$ cat src/hdl/bbps_pkg.sv
package bbps_pkg;

   // Number of valid patterns in the beep table
   localparam int unsigned PATTERN_COUNT = 9;

   // Request codes
   typedef enum logic [1:0] {
      REQ_SLOW_TICK = 2'd0,
      REQ_TONE_TICK = 2'd1,
      REQ_START     = 2'd2
   } req_code_type;

   // One beep table entry; on and period counts in slow ticks, repeat count in periods
   typedef struct packed {
      logic [7:0] on_ticks;
      logic [7:0] period_ticks;
      logic [7:0] repeat_count;
   } beep_entry_type;

   // One accepted request beat
   typedef struct packed {
      logic [1:0] req_type;
      logic [3:0] pattern_kind;
   } req_item_type;

   // One result beat
   typedef struct packed {
      logic pin_level;
      logic drive_enable;
      logic playing;
   } rsp_item_type;

   // Beep table; entries past the last pattern read as zero
   localparam beep_entry_type BEEP_ROM [16] = '{
      '{8'd8,  8'd16, 8'd1},
      '{8'd26, 8'd50, 8'd1},
      '{8'd8,  8'd25, 8'd5},
      '{8'd5,  8'd10, 8'd3},
      '{8'd5,  8'd10, 8'd3},
      '{8'd10, 8'd50, 8'd10},
      '{8'd10, 8'd50, 8'd10},
      '{8'd10, 8'd50, 8'd10},
      '{8'd5,  8'd25, 8'd10},
      '{8'd0,  8'd0,  8'd0},
      '{8'd0,  8'd0,  8'd0},
      '{8'd0,  8'd0,  8'd0},
      '{8'd0,  8'd0,  8'd0},
      '{8'd0,  8'd0,  8'd0},
      '{8'd0,  8'd0,  8'd0},
      '{8'd0,  8'd0,  8'd0}
   };

endpackage

$ cat src/hdl/buzzer_beep_pattern_sequencer.sv
// Channel   Handshake               Payload
// req       req_valid / req_ready   req_type, req_pattern_kind
// rsp       rsp_valid / rsp_ready   rsp_pin_level, rsp_drive_enable, rsp_playing
// csr       csr_write_enable        csr_write_data (tone_half_rate)
//
// A request beat goes through the input and result registers; one beat per cycle is
// sustained while rsp is ready, set by the single state update between the two.
// Reset is synchronous and clears all pattern state; tone_half_rate resets to 1.
// A stalled rsp holds its beat; req stays ready while the input stage can drain.
module buzzer_beep_pattern_sequencer
   import bbps_pkg::*;
(
   input  logic       clock,
   input  logic       reset,
   input  logic       req_valid,
   output logic       req_ready,
   input  logic [1:0] req_type,
   input  logic [3:0] req_pattern_kind,
   output logic       rsp_valid,
   input  logic       rsp_ready,
   output logic       rsp_pin_level,
   output logic       rsp_drive_enable,
   output logic       rsp_playing,
   input  logic       csr_write_enable,
   input  logic       csr_write_data
);

   logic         tone_half_rate_ff;
   logic         rsp_valid_ff, rsp_valid_in;
   rsp_item_type rsp_item_ff;
   rsp_item_type result;
   req_item_type req_item;
   req_item_type item;
   logic         item_valid;
   logic         advance;
   logic         fire;

   assign req_item.req_type     = req_type;
   assign req_item.pattern_kind = req_pattern_kind;

   // Beat moves to the result register when that register is free
   assign advance = !rsp_valid_ff || rsp_ready;
   assign fire    = item_valid && advance;

   bbps_in_stage u_in_stage (
      .clock      (clock),
      .reset      (reset),
      .req_valid  (req_valid),
      .req_ready  (req_ready),
      .req_item   (req_item),
      .advance    (advance),
      .item_valid (item_valid),
      .item       (item)
   );

   bbps_engine u_engine (
      .clock          (clock),
      .reset          (reset),
      .tone_half_rate (tone_half_rate_ff),
      .fire           (fire),
      .item           (item),
      .result         (result)
   );

   // Config register
   always_ff @(posedge clock) begin
      if (reset) begin
         tone_half_rate_ff <= 1'b1;
      end else if (csr_write_enable) begin
         tone_half_rate_ff <= csr_write_data;
      end
   end

   // Result register
   assign rsp_valid_in = advance ? item_valid : rsp_valid_ff;

   always_ff @(posedge clock) begin
      if (reset) begin
         rsp_valid_ff <= 1'b0;
      end else begin
         rsp_valid_ff <= rsp_valid_in;
      end
   end

   always_ff @(posedge clock) begin
      if (fire) begin
         rsp_item_ff <= result;
      end
   end

   assign rsp_valid        = rsp_valid_ff;
   assign rsp_pin_level    = rsp_item_ff.pin_level;
   assign rsp_drive_enable = rsp_item_ff.drive_enable;
   assign rsp_playing      = rsp_item_ff.playing;

endmodule

$ cat src/hdl/bbps_in_stage.sv
module bbps_in_stage
   import bbps_pkg::*;
(
   input  logic         clock,
   input  logic         reset,
   input  logic         req_valid,
   output logic         req_ready,
   input  req_item_type req_item,
   input  logic         advance,
   output logic         item_valid,
   output req_item_type item
);

   logic         valid_ff;
   logic         valid_in;
   req_item_type item_ff;

   // Stage takes a new beat when empty or when its beat moves on
   assign req_ready = !valid_ff || advance;
   assign valid_in  = req_ready ? req_valid : valid_ff;

   always_ff @(posedge clock) begin
      if (reset) begin
         valid_ff <= 1'b0;
      end else begin
         valid_ff <= valid_in;
      end
   end

   always_ff @(posedge clock) begin
      if (req_ready && req_valid) begin
         item_ff <= req_item;
      end
   end

   assign item_valid = valid_ff;
   assign item       = item_ff;

endmodule

$ cat src/hdl/bbps_engine.sv
module bbps_engine
   import bbps_pkg::*;
(
   input  logic         clock,
   input  logic         reset,
   input  logic         tone_half_rate,
   input  logic         fire,
   input  req_item_type item,
   output rsp_item_type result
);

   logic [3:0] pending_kind_ff, pending_kind_in;
   logic [3:0] pattern_index_ff, pattern_index_in;
   logic [7:0] tick_count_ff, tick_count_in;
   logic [7:0] repeats_left_ff, repeats_left_in;
   logic       running_ff, running_in;
   logic       sounding_ff, sounding_in;
   logic       tone_phase_ff, tone_phase_in;
   logic       pin_state_ff, pin_state_in;
   logic       driver_on_ff, driver_on_in;

   // Next state for one request beat
   always_comb begin
      beep_entry_type entry;
      logic [7:0]     tick_next;
      logic           phase_next;

      pending_kind_in  = pending_kind_ff;
      pattern_index_in = pattern_index_ff;
      tick_count_in    = tick_count_ff;
      repeats_left_in  = repeats_left_ff;
      running_in       = running_ff;
      sounding_in      = sounding_ff;
      tone_phase_in    = tone_phase_ff;
      pin_state_in     = pin_state_ff;
      driver_on_in     = driver_on_ff;
      entry            = BEEP_ROM[pattern_index_ff];
      tick_next        = 8'd0;
      phase_next       = !tone_phase_ff;

      case (item.req_type)
         REQ_SLOW_TICK: begin
            // load a pending pattern first
            if (pending_kind_ff != 4'd0) begin
               pattern_index_in = pending_kind_ff - 4'd1;
               pending_kind_in  = 4'd0;
               repeats_left_in  = BEEP_ROM[pattern_index_in].repeat_count;
               tick_count_in    = 8'd0;
               sounding_in      = 1'b0;
               running_in       = 1'b1;
            end
            if (running_in) begin
               entry        = BEEP_ROM[pattern_index_in];
               tick_next    = tick_count_in + 8'd1;
               sounding_in  = (tick_next <= entry.on_ticks);
               driver_on_in = (tick_next <= entry.on_ticks);
               tick_count_in = tick_next;
               // end of period
               if (tick_next == entry.period_ticks) begin
                  repeats_left_in = repeats_left_in - 8'd1;
                  tick_count_in   = 8'd0;
                  if (repeats_left_in == 8'd0) begin
                     running_in   = 1'b0;
                     sounding_in  = 1'b0;
                     driver_on_in = 1'b0;
                  end
               end
            end
         end
         REQ_TONE_TICK: begin
            // pin toggles only while sounding
            if (sounding_ff) begin
               if (tone_half_rate) begin
                  tone_phase_in = phase_next;
                  if (phase_next) begin
                     pin_state_in = !pin_state_ff;
                  end
               end else begin
                  pin_state_in = !pin_state_ff;
               end
            end
         end
         REQ_START: begin
            if (item.pattern_kind >= 4'd1 &&
                item.pattern_kind <= 4'(PATTERN_COUNT)) begin
               pending_kind_in = item.pattern_kind;
            end
         end
         default: begin
            // reserved code: state holds
         end
      endcase
   end

   // State registers, updated once per processed beat
   always_ff @(posedge clock) begin
      if (reset) begin
         pending_kind_ff  <= 4'd0;
         pattern_index_ff <= 4'd0;
         tick_count_ff    <= 8'd0;
         repeats_left_ff  <= 8'd0;
         running_ff       <= 1'b0;
         sounding_ff      <= 1'b0;
         tone_phase_ff    <= 1'b0;
         pin_state_ff     <= 1'b0;
         driver_on_ff     <= 1'b0;
      end else if (fire) begin
         pending_kind_ff  <= pending_kind_in;
         pattern_index_ff <= pattern_index_in;
         tick_count_ff    <= tick_count_in;
         repeats_left_ff  <= repeats_left_in;
         running_ff       <= running_in;
         sounding_ff      <= sounding_in;
         tone_phase_ff    <= tone_phase_in;
         pin_state_ff     <= pin_state_in;
         driver_on_ff     <= driver_on_in;
      end
   end

   // Result reflects the state after this beat
   assign result.pin_level    = pin_state_in;
   assign result.drive_enable = driver_on_in;
   assign result.playing      = running_in;

endmodule
$ cat config.mk
export PLATFORM = sky130hd
export DESIGN_NAME = buzzer_beep_pattern_sequencer
export DESIGN_NICKNAME = d
export VERILOG_FILES = /design/src/hdl/bbps_pkg.sv /design/src/hdl/buzzer_beep_pattern_sequencer.sv /design/src/hdl/bbps_in_stage.sv /design/src/hdl/bbps_engine.sv
export SDC_FILE = /design/constraint.sdc
export NUM_CORES = 1
export LEC_CHECK = 0
export ABC_AREA = 1
export ABC_CLOCK_PERIOD_IN_PS = 6250
export BUFFER_PORTS_ARGS = -buffer_cell sky130_fd_sc_hd__buf_2
export CORE_MARGIN = 2
export CORE_UTILIZATION = 60
export CTS_CLUSTER_DIAMETER = 100
export CTS_CLUSTER_SIZE = 8
export DETAILED_ROUTE_END_ITERATION = 10
export PLACE_DENSITY = 0.79
export SYNTH_ARGS = -nofsm -noshare
export SYNTH_HDL_FRONTEND = slang
export SYNTH_SLANG_ARGS = --single-unit
export TNS_END_PERCENT = 10
$ cat constraint.sdc
create_clock -name clock -period 6.25 [get_ports clock]
set_input_delay 0.9375 -clock clock [delete_from_list [all_inputs] [get_ports clock]]
set_output_delay 0.9375 -clock clock [all_outputs]
set_load 0.02 [all_outputs]
==> impl_metrics.prom <==
# TYPE chip_impl_metric gauge
chip_impl_info{name="run_status",value="finished, final reports clean"} 1
chip_impl_metric{name="die_y",unit="um"} 71.7
chip_impl_metric{name="synth_compound_area_frac",unit=""} 0.140
chip_impl_metric{name="timing.max_slew.rel_slack",unit=""} 0.532
chip_impl_metric{name="floorplan.initialDensity",unit=""} 0.627
chip_impl_metric{name="tightest_slew",unit="ns"} 0.700
chip_impl_info{name="crit-reg2reg-launch",value="u_engine.pending_kind_ff[0]"} 1
chip_impl_info{name="synth_top_family_by_area",value="simple AND/OR/NAND/NOR gates"} 1
chip_impl_metric{name="final_antenna_diode_count",unit=""} 0
chip_impl_metric{name="total_leakage_power",unit="nW"} 1.47
chip_impl_metric{name="yosysUniqueCellTypes",unit=""} 33
chip_impl_metric{name="finalHoldViolations",unit=""} 0
chip_impl_metric{name="cts_resized",unit=""} 0
chip_impl_metric{name="yosysTopAreaCellShare",unit=""} 0.233
chip_impl_info{name="yosys.area.top_type",value="dfxtp_1"} 1
chip_impl_metric{name="wl_per_cell",unit="um"} 12.8
chip_impl_metric{name="cts_max_path_buffers",unit=""} 2
chip_impl_metric{name="synthArstFlopShare",unit=""} 0
chip_impl_metric{name="ios",unit=""} 17
chip_impl_metric{name="pin_count_of_the_biggest_net_entering_global_routing",unit=""} 24
chip_impl_metric{name="cts.sinks",unit=""} 41
chip_impl_metric{name="mappedNetlistNets",unit=""} 432
chip_impl_metric{name="cells_after_dpl",unit=""} 468
chip_impl_metric{name="worst_ep_required_time",unit="ns"} 6.50
chip_impl_metric{name="post_cts_repair_setup_buffers",unit=""} 0
chip_impl_metric{name="vias",unit=""} 2599
chip_impl_metric{name="layout-drive-gt1-share",unit=""} 0.116
chip_impl_metric{name="htreeDepth",unit=""} 2
chip_impl_metric{name="gp_congestion",unit=""} 0.896
chip_impl_metric{name="yosysWarningCount",unit=""} 0
chip_impl_metric{name="remaining_routing_drc_violations",unit=""} 0
chip_impl_metric{name="hold-path-cell-count",unit=""} 1
chip_impl_metric{name="fin_max_slew_vios",unit=""} 0
chip_impl_metric{name="die-area",unit="mm^2"} 0.00514
chip_impl_metric{name="signed_area_change_from_the_synthesized_netlist_to_the_final_layout",unit="%"} 7.06
chip_impl_info{name="crit_end_category",value="flip-flop"} 1
chip_impl_metric{name="finalWorstPathRequiredPeriod",unit="ns"} 3.41
chip_impl_info{name="post_synth_main_area_contributors",value="dfxtp_1 (23%), nand2_1 (15%), edfxtp_1 (9.8%)"} 1
chip_impl_info{name="cts_tree",value="done"} 1
chip_impl_metric{name="worst_ir_drop_vdd",unit="V"} 0.000166
chip_impl_metric{name="postSynthRegisterBits",unit=""} 41
chip_impl_metric{name="fin_setup_tns",unit="ns"} 0
chip_impl_metric{name="placedInstanceArea",unit="mm^2"} 0.00285
chip_impl_metric{name="synth.mux.area_fraction",unit=""} 0
chip_impl_metric{name="yosys.area_share.xor_xnor",unit=""} 0.0219
chip_impl_metric{name="synth_fa_ha_area_frac",unit=""} 0.0546
chip_impl_metric{name="fp.dieW",unit="um"} 71.7
chip_impl_info{name="timing.rr.end",value="u_engine.driver_on_ff"} 1
chip_impl_metric{name="detail_route.vias_per_cell",unit=""} 5.46
chip_impl_metric{name="mappedNetlistArea",unit="mm^2"} 0.00275
chip_impl_info{name="rsz0062_at_grt",value="false"} 1
chip_impl_metric{name="worst_ep_arrival_time",unit="ns"} 3.66
chip_impl_metric{name="fmax",unit="MHz"} 293
chip_impl_metric{name="fin_cells",unit=""} 476
chip_impl_metric{name="layout.cell_area.non_filler",unit="mm^2"} 0.00294
chip_impl_metric{name="finalWirelength",unit="um"} 6080
chip_impl_metric{name="post-route-worst-setup-slack",unit="ns"} 2.84
chip_impl_metric{name="preCtsSetupSlack",unit="ns"} 2.90
chip_impl_info{name="layout.cells.most_common_list",value="nand2_1 (107), inv_1 (56), nand3_1 (42), nor2_1 (34), dfxtp_1 (32)"} 1
chip_impl_metric{name="grt_pass1_wl",unit="um"} 10500
chip_impl_metric{name="cellPowerDensity",unit="mW/mm^2"} 221
chip_impl_info{name="critPathLaunchType",value="flip-flop"} 1
chip_impl_metric{name="drt_iter0_drc",unit=""} 177
chip_impl_metric{name="first_pass_iters",unit=""} 4
chip_impl_info{name="yosys_most_used_dff",value="dfxtp_1"} 1
chip_impl_metric{name="io_buffers",unit=""} 16
chip_impl_metric{name="total_cts_buffers",unit=""} 5
chip_impl_info{name="min_delay_worst_endpoint",value="u_engine.tone_phase_ff"} 1
chip_impl_metric{name="first_global_vias",unit=""} 2403
chip_impl_metric{name="timing.reg2reg.setup_slack",unit="ns"} 2.84
chip_impl_metric{name="yosys.area_share.simple",unit=""} 0.353
chip_impl_info{name="layout_commonest_cell",value="nand2_1"} 1
chip_impl_metric{name="num_rows",unit=""} 24
chip_impl_metric{name="groute.usage.overall",unit=""} 0.256
chip_impl_metric{name="synth.yosys.seq_area_share",unit=""} 0.332
chip_impl_metric{name="synth_enable_flop_cells",unit=""} 9
chip_impl_metric{name="finalClockSkew",unit="ns"} 0.00655
chip_impl_metric{name="layout.core_utilization",unit=""} 0.671
chip_impl_info{name="root_buffer",value="clkbuf_8"} 1
chip_impl_metric{name="critical_path.max_fanout",unit=""} 17
chip_impl_metric{name="synth_area_per_cell",unit="um^2"} 6.73
chip_impl_info{name="critPathKind",value="flip-flop to flip-flop"} 1
chip_impl_info{name="hold_sp",value="u_engine.tone_phase_ff"} 1
chip_impl_metric{name="worst_skew_pair_later_pin_latency",unit="ns"} 0.30
chip_impl_metric{name="syn_inst",unit=""} 408
chip_impl_metric{name="cts_clk_pin_slew_worst_paths",unit="ns"} 0.08
chip_impl_metric{name="hpwlAfterDp",unit="um"} 4550
chip_impl_metric{name="total_core_area",unit="mm^2"} 0.00438
chip_impl_metric{name="final.period_utilization",unit=""} 0.546
chip_impl_metric{name="overflow",unit=""} 0
chip_impl_metric{name="post_cts_hold_buffer_count",unit=""} 0
chip_impl_metric{name="nets",unit=""} 447
chip_impl_metric{name="timing.final.setup_violations",unit=""} 0
chip_impl_metric{name="r2r_cells",unit=""} 18
chip_impl_info{name="worstHoldPathType",value="flip-flop to flip-flop"} 1
chip_impl_metric{name="grt_antenna_before_repair",unit=""} 0
chip_impl_metric{name="max_cap_viols",unit=""} 0
chip_impl_metric{name="drtAntennaViolNets",unit=""} 0
metal layers:
| metal | track usage | routed length [um] | share of wire | up-vias |
|---|---|---|---|---|
| li1 | - | - | - | 1363 |
| met5 | 0 | 0 | 0 | - |
| met4 | 0.0797 | 85 | 0.014 | 0 |
| met3 | 0.0464 | 231 | 0.038 | 10 |
| met1 | 0.334 | 2890 | 0.47 | 1171 |
| met2 | 0.432 | 2870 | 0.47 | 55 |
how the worst max path moves through the flow:
stage          cells past startpoint                   startpoint                          end  slack [ns]
2_1_floorplan                     22  u_engine.pending_kind_ff[0]        u_engine.driver_on_ff        3.36
3_3_place_gp                      18  u_engine.pending_kind_ff[0]        u_engine.driver_on_ff        3.04
3_5_place_dp                      18  u_engine.pending_kind_ff[0]        u_engine.driver_on_ff        2.90
4_1_cts                           18  u_engine.pending_kind_ff[0]        u_engine.driver_on_ff        2.88
5_1_grt                           20  u_engine.pending_kind_ff[0]  u_engine.repeats_left_ff[5]        2.59
6_report                          18  u_engine.pending_kind_ff[0]        u_engine.driver_on_ff        2.84
through the flow:
stage	power [mW]	hold WS, ns
finish	0.651	0.456
global route	0.695	0.498
CTS	0.654	0.460
detailed placement	0.480	0.449
global placement	0.476	0.442
floorplan	0.442	0.422
worst max-delay path: stages, from the launching register on:
cell      delay [ns]
dfxtp_1         0.38
inv_1           0.12
ha_1            0.34
nand2_4         0.23
clkinv_2        0.25
nand2_1         0.17
inv_1           0.08
ha_1            0.22
xnor2_1         0.33
ha_1            0.31
a21oi_1         0.17
o21ai_0         0.09
o21ai_0         0.08
nand2_1         0.07
nor2_1          0.17
nand4_1         0.15
nand3_1         0.10
nand2_1         0.06
inv_1           0.04
state kept, by name, indices dropped and copies added, names as in the netlist, 4 cells and up:
name / flops
u_engine.repeats_left_ff: 8
u_engine.tick_count_ff: 8
u_in_stage.item: 6
u_engine.pattern_index_ff: 4
u_engine.pending_kind_ff: 4
Yosys cell counts (2+ instances only):
cell type	instances
a211oi_1	4
a21oi_1	23
a31oi_1	5
clkbuf_1	6
dfxtp_1	32
edfxtp_1	9
ha_1	12
inv_1	56
inv_2	2
nand2_1	107
nand2_2	6
nand2_4	2
nand3_1	42
nand3_2	4
nand4_1	9
nor2_1	34
nor2_2	3
nor2_4	4
nor3_1	2
o211ai_1	6
o21ai_0	22
o21ai_2	2
o21bai_1	3
xnor2_1	3
xor2_1	2
logic make-up after synthesis:
logic type | count (synthesis)
AO/OA/AOI/OAI | 67
AND/OR/NAND/NOR | 213
XOR/XNOR | 6
buffers and inverters | 69
flip-flops | 41
adder cells (fa/ha/maj) | 12
final cells by class:
type / instances / area [um^2]
Tap cell: 52 / 65.1
Inverter: 60 / 226
Clock buffer: 6 / 72.6
Multi-Input combinational cell: 298 / 1560
Sequential cell: 41 / 911
Timing Repair Buffer: 17 / 87.6
Clock inverter: 2 / 15.0
Fill cell: 393 / 1440
where the power goes:
| group | internal, mW | leakage [nW] | switching, mW |
|---|---|---|---|
| sequential | 0.282 | 0.347 | 0.00742 |
| clock | 0.0787 | 0.0374 | 0.0956 |
| combinational | 0.0601 | 1.08 | 0.128 |
| total | 0.421 | 1.47 | 0.231 |
(Power assumes the default switching activity.)
